===== config.mk =====
export PLATFORM = sky130hd
export DESIGN_NAME = hex_text_to_integer_parser_unit
export DESIGN_NICKNAME = d
export VERILOG_FILES = /design/src/rtl/core/htip_pkg.sv /design/src/rtl/core/hex_text_to_integer_parser_unit.sv
export SDC_FILE = /design/constraint.sdc
export NUM_CORES = 1
export LEC_CHECK = 0
export ABC_CLOCK_PERIOD_IN_PS = 6200
export BUFFER_PORTS_ARGS = -buffer_cell sky130_fd_sc_hd__buf_2
export CORE_ASPECT_RATIO = 1.5
export CORE_MARGIN = 3
export CORE_UTILIZATION = 55
export CTS_CLUSTER_SIZE = 16
export DETAILED_ROUTE_END_ITERATION = 6
export PLACE_DENSITY = 0.86
export SLEW_MARGIN = 10
export SYNTH_ARGS = -nofsm -noshare
export SYNTH_HDL_FRONTEND = slang
export SYNTH_SLANG_ARGS = --single-unit

===== constraint.sdc =====
create_clock -name clk -period 6.2 [get_ports clk]
set_input_delay 1.24 -clock clk [delete_from_list [all_inputs] [get_ports clk]]
set_output_delay 1.24 -clock clk [all_outputs]
set_load 0.1 [all_outputs]

===== src/rtl/core/htip_pkg.sv =====
// ----------------------------------------------------------------------------
// htip_pkg: shared definitions for the hex text parser
// Character codes, phase and status codes, register indexes and the
// hex digit decoder used by the parser; the checker uses the status codes.
// ----------------------------------------------------------------------------
package htip_pkg;

  // Characters that steer the parse.
  localparam logic [7:0] CHAR_SPACE = 8'h20;
  localparam logic [7:0] CHAR_ZERO  = 8'h30;
  localparam logic [7:0] CHAR_NINE  = 8'h39;
  localparam logic [7:0] CHAR_LC_A  = 8'h61;
  localparam logic [7:0] CHAR_LC_F  = 8'h66;
  localparam logic [7:0] CHAR_UC_A  = 8'h41;
  localparam logic [7:0] CHAR_UC_F  = 8'h46;
  localparam logic [7:0] CHAR_LC_X  = 8'h78;

  // Value of the letter digits relative to their base character.
  localparam logic [3:0] LETTER_BASE = 4'd10;

  // Parse phases.
  localparam logic [1:0] PH_SPACES = 2'd0;
  localparam logic [1:0] PH_ZERO   = 2'd1;
  localparam logic [1:0] PH_DIGITS = 2'd2;
  localparam logic [1:0] PH_DONE   = 2'd3;

  // Result status codes.
  localparam logic [1:0] ST_OK       = 2'd0;
  localparam logic [1:0] ST_NO_DIGIT = 2'd1;
  localparam logic [1:0] ST_RANGE    = 2'd2;

  // Width select codes; the reserved code also means 32 bits.
  localparam logic [1:0] WSEL_8  = 2'd0;
  localparam logic [1:0] WSEL_16 = 2'd1;
  localparam logic [1:0] WSEL_32 = 2'd2;

  // Configuration register indexes.
  localparam logic [1:0] CFG_WIDTH  = 2'd0;
  localparam logic [1:0] CFG_SIGNED = 2'd1;
  localparam logic [1:0] CFG_ENDIAN = 2'd2;

  localparam logic [15:0] COUNT_MAX = 16'hFFFF;

  typedef struct packed {
    logic       valid;
    logic [3:0] value;
  } nibble_t;

  // Decode one character as a hex digit of either case.
  function automatic nibble_t hex_nibble(input logic [7:0] c);
    nibble_t n;
    n.valid = 1'b0;
    n.value = 4'd0;
    if (c >= CHAR_ZERO && c <= CHAR_NINE) begin
      n.valid = 1'b1;
      n.value = c[3:0];
    end else if (c >= CHAR_LC_A && c <= CHAR_LC_F) begin
      n.valid = 1'b1;
      n.value = 4'(c - CHAR_LC_A) + LETTER_BASE;
    end else if (c >= CHAR_UC_A && c <= CHAR_UC_F) begin
      n.valid = 1'b1;
      n.value = 4'(c - CHAR_UC_A) + LETTER_BASE;
    end
    return n;
  endfunction

endpackage


===== src/rtl/core/hex_text_to_integer_parser_unit.sv =====
// ----------------------------------------------------------------------------
// hex_text_to_integer_parser_unit: streaming hex number parser
// Takes one character per transaction, skips spaces and a 0x prefix,
// gathers hex digits and returns the range-checked, optionally byte-swapped
// value with a status and the count of characters consumed.
// ----------------------------------------------------------------------------
// A result is registered: it is in the output register in the cycle after the
// character that ends the parse is accepted.
// Throughput: one character per cycle; the input stalls only while a finished
// result waits for out_ready. The parse state update is a compare and a shift-or.
// Reset (rst_n low, synchronous): parse state cleared, registers back to
// 32-bit unsigned big-endian, output register empty.
module hex_text_to_integer_parser_unit #(
  parameter int MAX_DIGITS = 8
) (
  input  logic        clk,
  input  logic        rst_n,
  // Configuration write port
  input  logic        cfg_we,
  input  logic [1:0]  cfg_index,
  input  logic [1:0]  cfg_wdata,
  // Character input channel
  input  logic        in_valid,
  output logic        in_ready,
  input  logic [7:0]  in_text_char,
  input  logic        in_buffer_end,
  // Result channel
  output logic        out_valid,
  input  logic        out_ready,
  output logic [31:0] out_parsed_value,
  output logic [1:0]  out_parse_status,
  output logic [15:0] out_chars_consumed
);
  import htip_pkg::*;

  localparam int DCW = $clog2(MAX_DIGITS + 1);
  localparam logic [DCW-1:0] DigitLimit = DCW'(MAX_DIGITS);

  // Configuration registers.
  logic [1:0] width_sel_r;
  logic       signed_mode_r;
  logic       little_endian_r;

  // Parse state.
  logic [1:0]     phase_r, phase_nxt;
  logic [31:0]    acc_r, acc_nxt;
  logic [DCW-1:0] dcnt_r, dcnt_nxt;
  logic [15:0]    ccnt_r, ccnt_nxt;
  logic           ovf_r, ovf_nxt;

  // Output register.
  logic        out_valid_r, out_valid_nxt;
  logic [31:0] value_r;
  logic [1:0]  status_r;
  logic [15:0] used_r;

  logic           accept;
  logic           finish;
  logic           do_digit;
  nibble_t        nib;
  logic [31:0]    acc_a;
  logic [DCW-1:0] dcnt_a;
  logic [15:0]    ccnt_a;
  logic           ovf_a;
  logic [1:0]     phase_a;

  logic        fits;
  logic [31:0] masked;
  logic [31:0] value_res;
  logic [1:0]  status_res;
  logic [15:0] used_res;

  assign in_ready = !out_valid_r || out_ready;
  assign accept   = in_valid && in_ready;
  assign nib      = hex_nibble(in_text_char);

  // Configuration writes; an index beyond the list is ignored.
  always_ff @(posedge clk) begin
    if (!rst_n) begin
      width_sel_r     <= WSEL_32;
      signed_mode_r   <= 1'b0;
      little_endian_r <= 1'b0;
    end else if (cfg_we) begin
      case (cfg_index)
        CFG_WIDTH:  width_sel_r     <= cfg_wdata;
        CFG_SIGNED: signed_mode_r   <= cfg_wdata[0];
        CFG_ENDIAN: little_endian_r <= cfg_wdata[0];
        default: ;
      endcase
    end
  end

  // Character step: phase handling, then an optional digit step.
  always_comb begin
    acc_a    = acc_r;
    dcnt_a   = dcnt_r;
    ccnt_a   = ccnt_r;
    ovf_a    = ovf_r;
    phase_a  = phase_r;
    finish   = 1'b0;
    do_digit = 1'b0;
    case (phase_r)
      PH_SPACES: begin
        if (in_text_char == CHAR_SPACE) begin
          if (ccnt_a != COUNT_MAX) ccnt_a = ccnt_a + 16'd1;
          finish = in_buffer_end;
        end else if (in_text_char == CHAR_ZERO && !in_buffer_end) begin
          if (ccnt_a != COUNT_MAX) ccnt_a = ccnt_a + 16'd1;
          phase_a = PH_ZERO;
        end else begin
          phase_a  = PH_DIGITS;
          do_digit = 1'b1;
        end
      end
      PH_ZERO: begin
        phase_a = PH_DIGITS;
        if (in_text_char == CHAR_LC_X) begin
          if (ccnt_a != COUNT_MAX) ccnt_a = ccnt_a + 16'd1;
          finish = in_buffer_end;
        end else begin
          // The held zero becomes a digit.
          if (acc_a[31:28] != 4'd0) ovf_a = 1'b1;
          acc_a  = {acc_a[27:0], 4'd0};
          dcnt_a = dcnt_a + DCW'(1);
          if (dcnt_a >= DigitLimit) finish = 1'b1;
          else do_digit = 1'b1;
        end
      end
      PH_DIGITS: do_digit = 1'b1;
      default: ;
    endcase

    if (do_digit) begin
      if (!nib.valid) begin
        finish = 1'b1;
      end else begin
        if (acc_a[31:28] != 4'd0) ovf_a = 1'b1;
        acc_a  = {acc_a[27:0], nib.value};
        dcnt_a = dcnt_a + DCW'(1);
        if (ccnt_a != COUNT_MAX) ccnt_a = ccnt_a + 16'd1;
        if (dcnt_a >= DigitLimit || in_buffer_end) finish = 1'b1;
      end
    end
  end

  // Range check and byte order of the finished value.
  always_comb begin
    case (width_sel_r)
      WSEL_8: begin
        masked = {24'd0, acc_a[7:0]};
        if (signed_mode_r) fits = (acc_a[31:7] == '0) || (acc_a[31:7] == '1);
        else fits = (acc_a[31:8] == '0);
      end
      WSEL_16: begin
        masked = {16'd0, acc_a[15:0]};
        if (signed_mode_r) fits = (acc_a[31:15] == '0) || (acc_a[31:15] == '1);
        else fits = (acc_a[31:16] == '0);
      end
      default: begin
        masked = acc_a;
        fits   = 1'b1;
      end
    endcase
    if (ovf_a) fits = 1'b0;

    value_res = masked;
    if (little_endian_r) begin
      case (width_sel_r)
        WSEL_8:  value_res = masked;
        WSEL_16: value_res = {16'd0, masked[7:0], masked[15:8]};
        default: value_res = {masked[7:0], masked[15:8], masked[23:16], masked[31:24]};
      endcase
    end

    if (dcnt_a == '0) begin
      status_res = ST_NO_DIGIT;
      value_res  = 32'd0;
      used_res   = 16'd0;
    end else if (!fits) begin
      status_res = ST_RANGE;
      value_res  = 32'd0;
      used_res   = 16'd0;
    end else begin
      status_res = ST_OK;
      used_res   = ccnt_a;
    end
  end

  // Next parse state after an accepted character.
  always_comb begin
    phase_nxt = phase_r;
    acc_nxt   = acc_r;
    dcnt_nxt  = dcnt_r;
    ccnt_nxt  = ccnt_r;
    ovf_nxt   = ovf_r;
    if (accept) begin
      acc_nxt  = acc_a;
      dcnt_nxt = dcnt_a;
      ccnt_nxt = ccnt_a;
      ovf_nxt  = ovf_a;
      if (finish) phase_nxt = PH_DONE;
      else phase_nxt = phase_a;
      // The last character of a buffer always starts a fresh parse.
      if (in_buffer_end && (finish || phase_r == PH_DONE)) begin
        phase_nxt = PH_SPACES;
        acc_nxt   = 32'd0;
        dcnt_nxt  = '0;
        ccnt_nxt  = 16'd0;
        ovf_nxt   = 1'b0;
      end
    end
  end

  assign out_valid_nxt = (accept && finish) ? 1'b1 : (out_ready ? 1'b0 : out_valid_r);

  // State and output valid registers.
  always_ff @(posedge clk) begin
    if (!rst_n) begin
      phase_r     <= PH_SPACES;
      acc_r       <= 32'd0;
      dcnt_r      <= '0;
      ccnt_r      <= 16'd0;
      ovf_r       <= 1'b0;
      out_valid_r <= 1'b0;
    end else begin
      phase_r     <= phase_nxt;
      acc_r       <= acc_nxt;
      dcnt_r      <= dcnt_nxt;
      ccnt_r      <= ccnt_nxt;
      ovf_r       <= ovf_nxt;
      out_valid_r <= out_valid_nxt;
    end
  end

  // Result payload, loaded when a parse ends.
  always_ff @(posedge clk) begin
    if (accept && finish) begin
      value_r  <= value_res;
      status_r <= status_res;
      used_r   <= used_res;
    end
  end

  assign out_valid          = out_valid_r;
  assign out_parsed_value   = value_r;
  assign out_parse_status   = status_r;
  assign out_chars_consumed = used_r;

endmodule


-- Word level (Yosys, flattened, before mapping)
Index checks and enable logic that the tools add are counted.
W data, S select, Z words.
- register bits after elaboration: 110
- bits of input ports: 18
- output and inout bits: 52
- word-level logic and storage cells: 130
- add/sub/neg operators: 8
- order comparisons: 8
- eq/ne operators: 14
- muxes and demuxes: 56
- bitwise operators: 1
- reduce and logical (&&, ||, !) cells: 31
- operator list (operator ; count):
    $mux W32 ; 6
    $mux W16 ; 8
    $pmux W32 S2 ; 2
    $add A16 B1 Y16 const B ; 2
    $ne A16 B16 Y1 const B ; 2
    $pmux W16 S2 ; 1
    $eq A25 B25 Y1 const B ; 1
    $logic_not A25 Y1 ; 1
    $logic_not A24 Y1 ; 1
    $mux W1 ; 22
    $mux W4 ; 5
    $eq A17 B17 Y1 const B ; 1
    $logic_not A17 Y1 ; 1
    $eq A8 B6 Y1 const B ; 2
    $ge A8 B7 Y1 const B ; 2
    $le A8 B7 Y1 const B ; 2
    $logic_not A16 Y1 ; 1
    $mux W5 ; 3
    $reduce_bool A4 Y1 ; 3
    $mux W2 ; 5
    $add A4 B1 Y4 const B ; 2
    $add A4 B4 Y4 const B ; 2
    $eq A8 B7 Y1 const B ; 1
    $ge A4 B4 Y1 const B ; 2
    19 further kinds ; 40

-- Depth between registers and ports, before layout
Gate-level depths: netlist of run 1.
- word-level depth: 14
- depth in mapped cells: 16
- gate-level depth less buffers: 14

-- Worst setup path after synthesis of run 1
No wires, ideal clock.
- kind: input to register
- from: input out_ready
- to: register used_r[0], in the netlist out_chars_consumed[0] (enable)
- library setup time: 458 ps
- data arrival time: 4757 ps
- path slack: 986 ps
- stages: 5
- path buffers: 2
- cells stage by stage: nand2b_1 > nand2_1 > clkbuf_1 > clkbuf_1 > nor2_1
- word-level cells in the longest chain between the ends: 3
- RTL lines (what ; RTL line ; RTL):
    start: declaration ; hex_text_to_integer_parser_unit.sv:29 ; input logic out_ready,
    $logic_or A1 B1 Y1 ; hex_text_to_integer_parser_unit.sv:73 ; assign in_ready = !out_valid_r || out_ready;
    $logic_and A1 B1 Y1 ; hex_text_to_integer_parser_unit.sv:74 ; assign accept = in_valid && in_ready;
    $logic_and A1 B1 Y1 ; hex_text_to_integer_parser_unit.sv:237 ; if (accept && finish) begin
    end signal: assignment ; hex_text_to_integer_parser_unit.sv:240 ; used_r <= used_res;
    end: declaration ; hex_text_to_integer_parser_unit.sv:55 ; logic [15:0] used_r;
Every way passes these cells.
A chain may end at the register's enable or synchronous reset.

-- Final worst setup path of run 1
- from: input in_text_char[0]
- to: register value_r[11], in the netlist out_parsed_value[11] (data pin)
- word-level cells in the longest chain between the ends: 14
- RTL lines (what ; RTL line ; RTL):
    start: declaration ; hex_text_to_integer_parser_unit.sv:25 ; input logic [7:0] in_text_char,
    $ge A8 B7 Y1 / $le A8 B7 Y1 (equally long branches) ; htip_pkg.sv:60 ; end else if (c >= CHAR_UC_A && c <= CHAR_UC_F) begin
    $logic_and A1 B1 Y1 ; htip_pkg.sv:60 ;
    $mux W5 ; htip_pkg.sv:60 ;
    $mux W5 ; htip_pkg.sv:57 ; end else if (c >= CHAR_LC_A && c <= CHAR_LC_F) begin
    $mux W5 ; htip_pkg.sv:54 ; if (c >= CHAR_ZERO && c <= CHAR_NINE) begin
    $mux W32 ; hex_text_to_integer_parser_unit.sv:134 ; if (!nib.valid) begin
    $mux W32 ; hex_text_to_integer_parser_unit.sv:133 ; if (do_digit) begin
    $eq A25 B25 Y1 (tied with other cells) ; hex_text_to_integer_parser_unit.sv:151 ; if (signed_mode_r) fits = (acc_a[31:7] == '0) || (acc_a[31:7] == '1);
    $logic_or A1 B1 Y1 (on tied branches) ; hex_text_to_integer_parser_unit.sv:151, hex_text_to_integer_parser_unit.sv:156 ;
    $mux W1 (on tied branches) ; hex_text_to_integer_parser_unit.sv:151, hex_text_to_integer_parser_unit.sv:156 ;
    $pmux W1 S2 ; hex_text_to_integer_parser_unit.sv:148 ; case (width_sel_r)
    $mux W1 ; hex_text_to_integer_parser_unit.sv:164 ; if (ovf_a) fits = 1'b0;
    $not A1 Y1 (no line) ; - ;
    $reduce_or A2 Y1 (no line) ; - ;
    end signal: assignment ; hex_text_to_integer_parser_unit.sv:238 ; value_r <= value_res;
    end: declaration ; hex_text_to_integer_parser_unit.sv:53 ; logic [31:0] value_r;
Parallel ways exist; a longest one is shown, timed or not.

==> metrics, run 1 <==
Post-CTS Setup Bufs=0; HPWL after detailed placement=17,500 um; Async SR Flop Fraction=0; relative slew slack=0.216; Die ar.=15,200 um^2; # clock sinks=110; Arr. time, crit path=5.17 ns; hold-fix buffers at CTS=0; mux cell area share after synthesis=0.0554; element type at the critical path end=flip-flop; largest net degree at the start of global routing=52; Overflow after GRT=0; syn_nets=905; clock latency on the worst-skew pair=0.36 ns; Ys Warns=0; Nets=929; die height=149 um; Synth top area share=0.199; # DRC=0; routed via count=7,349; crit path kind=in2reg; internal reg-to-reg setup slack=1.50 ns; Post-Synth Simple-Gate Area=0.270; fmax=196 MHz; crit start category=primary input; worst ir drop on vdd=0.000131 V; antenna-violating nets left=0; status=completed; largest family of logic cells by synthesized area=simple AND/OR/NAND/NOR gates; Compound-Gate Fraction of Synth Area=0.229; Worst Max-Slew Pin Slew=1.18 ns; post-CTS sizing=0; Starting Density=0.571; post-route cell area=8190 um^2; P per Cell Area=226 nW/um^2; clock buffer count from CTS=9; fin. max-slew vios=0; top-count cell post-synth=nand2_1; Area Growth Syn to Fin=8.72%; unrepaired setup endpoints after global routing=false; synth cell count leaders=nand2_1 (81), nor2_1 (72), dfxtp_1 (60); register bit count reported by yosys=110; first-pass GRT wire length=38,000 um; Worst R2R Path Depth=10; Die Wd=102 um; synth top area cells=edfxtp_1 (20%), dfxtp_1 (16%), mux2i_1 (4.6%); highest metal used=met4; fin crit period=5.11 ns; Seq/Total Area, Yosys=0.359; Mapped Area=7540 um^2; vias per inst=6.88; dpl cell area=7900 um^2; final setup margin=1.09 ns; layout cells sized above 1=0.158; Netlist cell types=89; DR WL met2=12,100 um; Core Util, Final=0.620; largest fanout on the critical path=21; largest area contributor in the netlist=edfxtp_1; leakage=2.95 nW; # setup viols final=0; Layout Skew=0.0120 ns; Final Hold Fails=0; Reg clk slew, reported paths=0.08 ns; core area=13,200 um^2; Post-Synth Adder-Cell Area=0.0116; CTS root buffer=clkbuf_16; Final GP Congestion=1.01; I/O Buffers=69; MaxCap Viol Count=0; Synth Instances=880; met1 WL=8720 um; CTS tree=yes; dpl ws=0.758 ns; Synth Area in XOR/XNOR=0.0256; period utilisation layout=0.823; # H-tree levels=3; EDFF count, synth=50; fillcell total=1,147; Diodes inserted=0; routed wl met3=1590 um; antenna violations before repair=0; Mean Syn Cell Area=8.57 um^2; Worst EP required=6.27 ns; final WL=24,400 um; clk buf depth=2; first-pass iteration count of the detailed router=6; Setup TNS Final=0 ns; routed len/inst=22.9 um; Main synth FF type=dfxtp_1; vias in the first global route=6,900; Worst Hold Path Cells=2; DRC violation total after the first TritonRoute iteration=784; worst min-delay path category=reg2reg; gr usage total=0.321; number of I/O pins=70; Rows=51
-- report_power, final --
group	internal, mW	switching, mW	leakage [nW]
Combinational	0.101	0.343	1.82
Sequential	0.791	0.0285	0.988
Clock	0.284	0.306	0.138
-- placed cells by master, fill, tap and decap left out, types with 5 or more instances in the layout --
master,Yosys,final
a211oi_1,22,22
a21oi_1,34,34
a22o_1,14,14
a22oi_1,30,30
a31oi_1,11,11
and2_1,22,22
and3_1,14,14
buf_2,16,69
buf_4,1,16
clkbuf_16,0,9
dfxtp_1,60,60
edfxtp_1,50,50
ha_1,7,7
inv_1,17,17
mux2_2,5,5
mux2i_1,35,35
nand2_1,81,81
nand3_1,20,20
nand4_1,13,13
nor2_1,72,71
nor2b_1,31,31
nor3_1,44,44
nor4_1,15,15
nor4_2,9,9
o2111ai_1,5,5
o211ai_1,6,6
o21ai_0,38,38
o21ai_1,6,5
o221ai_1,5,5
o22ai_1,10,10
o31ai_1,5,5
or3_1,11,11
or4_1,5,5
xnor2_1,12,12
xor2_1,10,10
-- cell families (layout without fill, tap and decap cells) --
| kind of cell | Yosys count | after routing |
|---|---|---|
| simple gates | 372 | 372 |
| compound gates | 239 | 239 |
| flops | 110 | 110 |
| buf+inv | 89 | 118 |
| mux | 41 | 41 |
| xor+xnor | 22 | 22 |
| fa+ha+maj | 7 | 7 |
-- per-stage QoR --
step | hold WS, ns | power (mW) | std cells
2_1_floorplan | 0.471 | 1.17 | 880
3_3_place_gp | 0.491 | 1.27 | 1052
3_5_place_dp | 0.499 | 1.27 | 1052
4_1_cts | 0.510 | 1.84 | 1068
5_1_grt | 0.531 | 1.90 | 1068
6_report | 0.506 | 1.85 | 1068
-- flip-flops by register name, summed over array words and instances (netlist names) --
signal              flops
out_parsed_value       32
acc_r                  32
out_valid               1
ovf_r                   1
dcnt_r                  4
ccnt_r                 16
little_endian_r         1
phase_r                 2
signed_mode_r           1
width_sel_r             2
out_parse_status        2
out_chars_consumed     16
-- metal layers --
metal | track usage | up-vias
met5 | 0 | -
met4 | 0.223 | 0
met3 | 0.0468 | 136
met2 | 0.546 | 383
met1 | 0.362 | 3463
li1 | - | 3367
-- layout make-up --
class	count	area, um^2	area share
Timing Repair Buffer	85	465	0.0568
Inverter	17	63.8	0.00779
Clock buffer	10	229	0.0279
Sequential cell	110	2700	0.330
Clock inverter	6	61.3	0.00748
Multi-Input combinational cell	681	4470	0.546
Tap cell	159	199	0.0243
-- critical path: stages --
cell	delay, ns
buf_2	0.13
inv_1	0.05
ha_1	0.23
nor4b_2	0.18
and3b_1	0.29
a22oi_4	0.33
and2_1	0.66
mux2i_1	0.50
a221o_1	0.22
nor3_1	0.06
o2bb2ai_2	0.82
buf_4	0.36
nor4_2	0.08
-- worst paths after layout --
check / endpoint / from
max: out_parsed_value[11] / in_text_char[0]
min: dcnt_r[1] / dcnt_r[1]
max reg2reg: out_parsed_value[12] / phase_r[0]
min reg2reg: dcnt_r[1] / dcnt_r[1]
(Power assumes the default switching activity.)
==> run 2: changes to the inputs <==
Settings changed: ABC_CLOCK_PERIOD_IN_PS 6200 to 5100.
Clock period 6.2 ns to 5.1 ns, I/O delays scaled along.
==> run 2 against run 1 <==
Against the previous run:
- setup slack got worse by 0.47 ns
- sequential share of layout area down 0.56 points
- non-clock buffer count grew 16
- critical path depth increased by 1
- design area increased by 1.7%
- routed wire length is 1.6% higher
- register-to-register slack worse by 0.47 ns
- first-iteration DRC count increased by 4.1%
- utilization grew 1.1 points
- clock power grew 25%
==> metrics, run 2 (synthesis results as in run 1) <==
Final Hold Fails=0 (unchanged); # DRC=0 (unchanged); critical path's slowest cell=o21ai_2; vias in the first global route=6,937 (+0.54%); Sw Share=0.366 (about the same); Arr. time, crit path=4.64 ns (-0.53 ns); Diodes inserted=0 (unchanged); fin. max-slew vios=0 (unchanged); worst ir drop on vdd=0.000159 V (+22%); number of I/O pins=70 (unchanged); CTS root buffer=clkbuf_16; Final GP Congestion=1.01 (+0.65%); Worst Max-Slew Pin Slew=1.07 ns (-0.103 ns); crit path kind=in2reg; Layout Skew=0.0103 ns (-0.00170 ns); Setup TNS Final=0 ns (unchanged); reg-to-reg startpoint=phase_r[0]; first-pass GRT wire length=38,500 um (+1.3%); clock buffer count from CTS=9 (unchanged); Worst R2R End=out_chars_consumed[10]; antenna violations before repair=0 (unchanged); CP Cell Sequence=buf_2 > inv_1 > ha_1 > nor4b_2 > and3b_1 > o21ai_2 > nor2_1 > o21ai_0 > ha_1 > nand3_1 > a21o_1 > nor4_1 > mux2_2 > nor3_1; clock group share of total power=0.324 (+0.006); DRC violation total after the first TritonRoute iteration=816 (+4.1%); Int Power=1.45 mW (+23%); gr usage total=0.328 (+0.00669); # clock sinks=110 (unchanged); antenna-violating nets left=0 (unchanged); P per Cell Area=274 nW/um^2 (+21%); register share of total power=0.438 (-0.004); relative slew slack=0.282 (+0.0660); die height=149 um (unchanged); Worst R2R Path Depth=10 (unchanged); first-pass iteration count of the detailed router=5 (-1); internal reg-to-reg setup slack=1.03 ns (-0.47 ns); Crit. Startpoint=in_text_char[0]; worst min-delay path category=reg2reg; Starting Density=0.571 (unchanged); post-CTS sizing=0 (unchanged); Worst path max stage delay=0.61 ns (-0.21 ns); dpl ws=0.306 ns (-0.451 ns); Setup crit end=out_chars_consumed[10]; commonest non-fill, non-tap cell in the layout=nand2_1; # H-tree levels=3 (unchanged); leakage=3.04 nW (+3.1%); layout cells sized above 1=0.174 (+0.0156); CTS tree=yes; element type at the critical path end=flip-flop; Worst EP required=5.27 ns (-1.00 ns); Die Wd=102 um (unchanged); fillcell total=1,152 (+0.44%); Overflow after GRT=0 (unchanged); post-route cell area=8340 um^2 (+1.7%); unrepaired setup endpoints after global routing=false; fin crit period=4.48 ns; dpl cell area=8020 um^2 (+1.5%); Logic pwr share=0.238 (-0.002); final setup margin=0.623 ns (-0.472 ns); period utilisation layout=0.878; Hold Startpoint=dcnt_r[1]; core area=13,200 um^2 (unchanged); crit start category=primary input; hold-fix buffers at CTS=0 (unchanged); routed via count=7,529 (+2.4%); most prevalent standard cell on the critical path=ha_1; largest fanout on the critical path=17 (-19%); clk buf depth=2 (unchanged); final total power=2.28 mW (+23%); P_sw=0.834 mW (+23%); most frequent cells in the layout=nand2_1 (81), nor2_1 (71), buf_2 (69); I/O Buffers=69 (unchanged); # setup viols final=0 (unchanged); Die ar.=15,200 um^2 (unchanged); vias per inst=6.95 (+0.94%); Reg clk slew, reported paths=0.09 ns (about the same); MaxCap Viol Count=0 (unchanged); clock latency on the worst-skew pair=0.36 ns (about the same); final WL=24,800 um (+1.6%); Post-CTS Setup Bufs=0 (unchanged); Nets=945 (+1.7%); Area Growth Syn to Fin=10.6%; fmax=223 MHz; status=completed; Core Util, Final=0.631 (+0.0107); largest net degree at the start of global routing=51 (-1.9%); HPWL after detailed placement=18,200 um (+3.7%); routed len/inst=22.9 um (+0.12%); Rows=51 (unchanged)
==> run 2: worst max-delay path: cells and delay by family <==
family                   cells  cell delay, ns
AO/OA/AOI/OAI                3            1.20
multiplexers                 1            0.38
adder cells (fa/ha/maj)      2            0.48
buffers and inverters        2            0.18
AND/OR/NAND/NOR              6            1.37
==> run 2: layout make-up <==
| cell class | count | area [um^2] | share of cell area |
|---|---|---|---|
| Sequential cell | 110 | 2700 | 0.324 |
| Clock buffer | 9 | 225 | 0.0270 |
| Timing Repair Buffer | 101 | 586 | 0.0702 |
| Tap cell | 159 | 199 | 0.0239 |
| Clock inverter | 7 | 86.3 | 0.0104 |
| Inverter | 17 | 63.8 | 0.00766 |
| Multi-Input combinational cell | 681 | 4470 | 0.537 |
==> run 2: power groups by stage <==
stage / clock, mW / combinational, mW / sequential (mW)
6_report: 0.739 / 0.544 / 0.998
5_1_grt: 0.776 / 0.572 / 1.00
4_1_cts: 0.746 / 0.538 / 0.997
3_5_place_dp: 0 / 0.536 / 1.02
3_3_place_gp: 0 / 0.534 / 1.02
2_1_floorplan: 0 / 0.235 / 1.19
==> run 2: metrics by stage <==
stage               hold WS [ns]  std cells
floorplan                  0.471        880
global placement           0.497       1068
detailed placement         0.504       1068
CTS                        0.516       1084
global route               0.568       1084
finish                     0.517       1084
==> run 2: worst min-delay path by stage <==
stage / to / slack (ns) / depth (start not counted)
2_1_floorplan: dcnt_r[1] / 0.47 / 2
3_3_place_gp: dcnt_r[1] / 0.50 / 2
3_5_place_dp: dcnt_r[1] / 0.50 / 2
4_1_cts: dcnt_r[1] / 0.52 / 2
5_1_grt: dcnt_r[1] / 0.57 / 2
6_report: dcnt_r[1] / 0.52 / 2
==> run 2: routing by layer <==
layer  up-vias  share of wire  track usage
li1       3395              -            -
met1      3584           0.35        0.365
met2       428           0.51        0.558
met3       122          0.066       0.0519
met4         0          0.080        0.230
met5         -              0            0
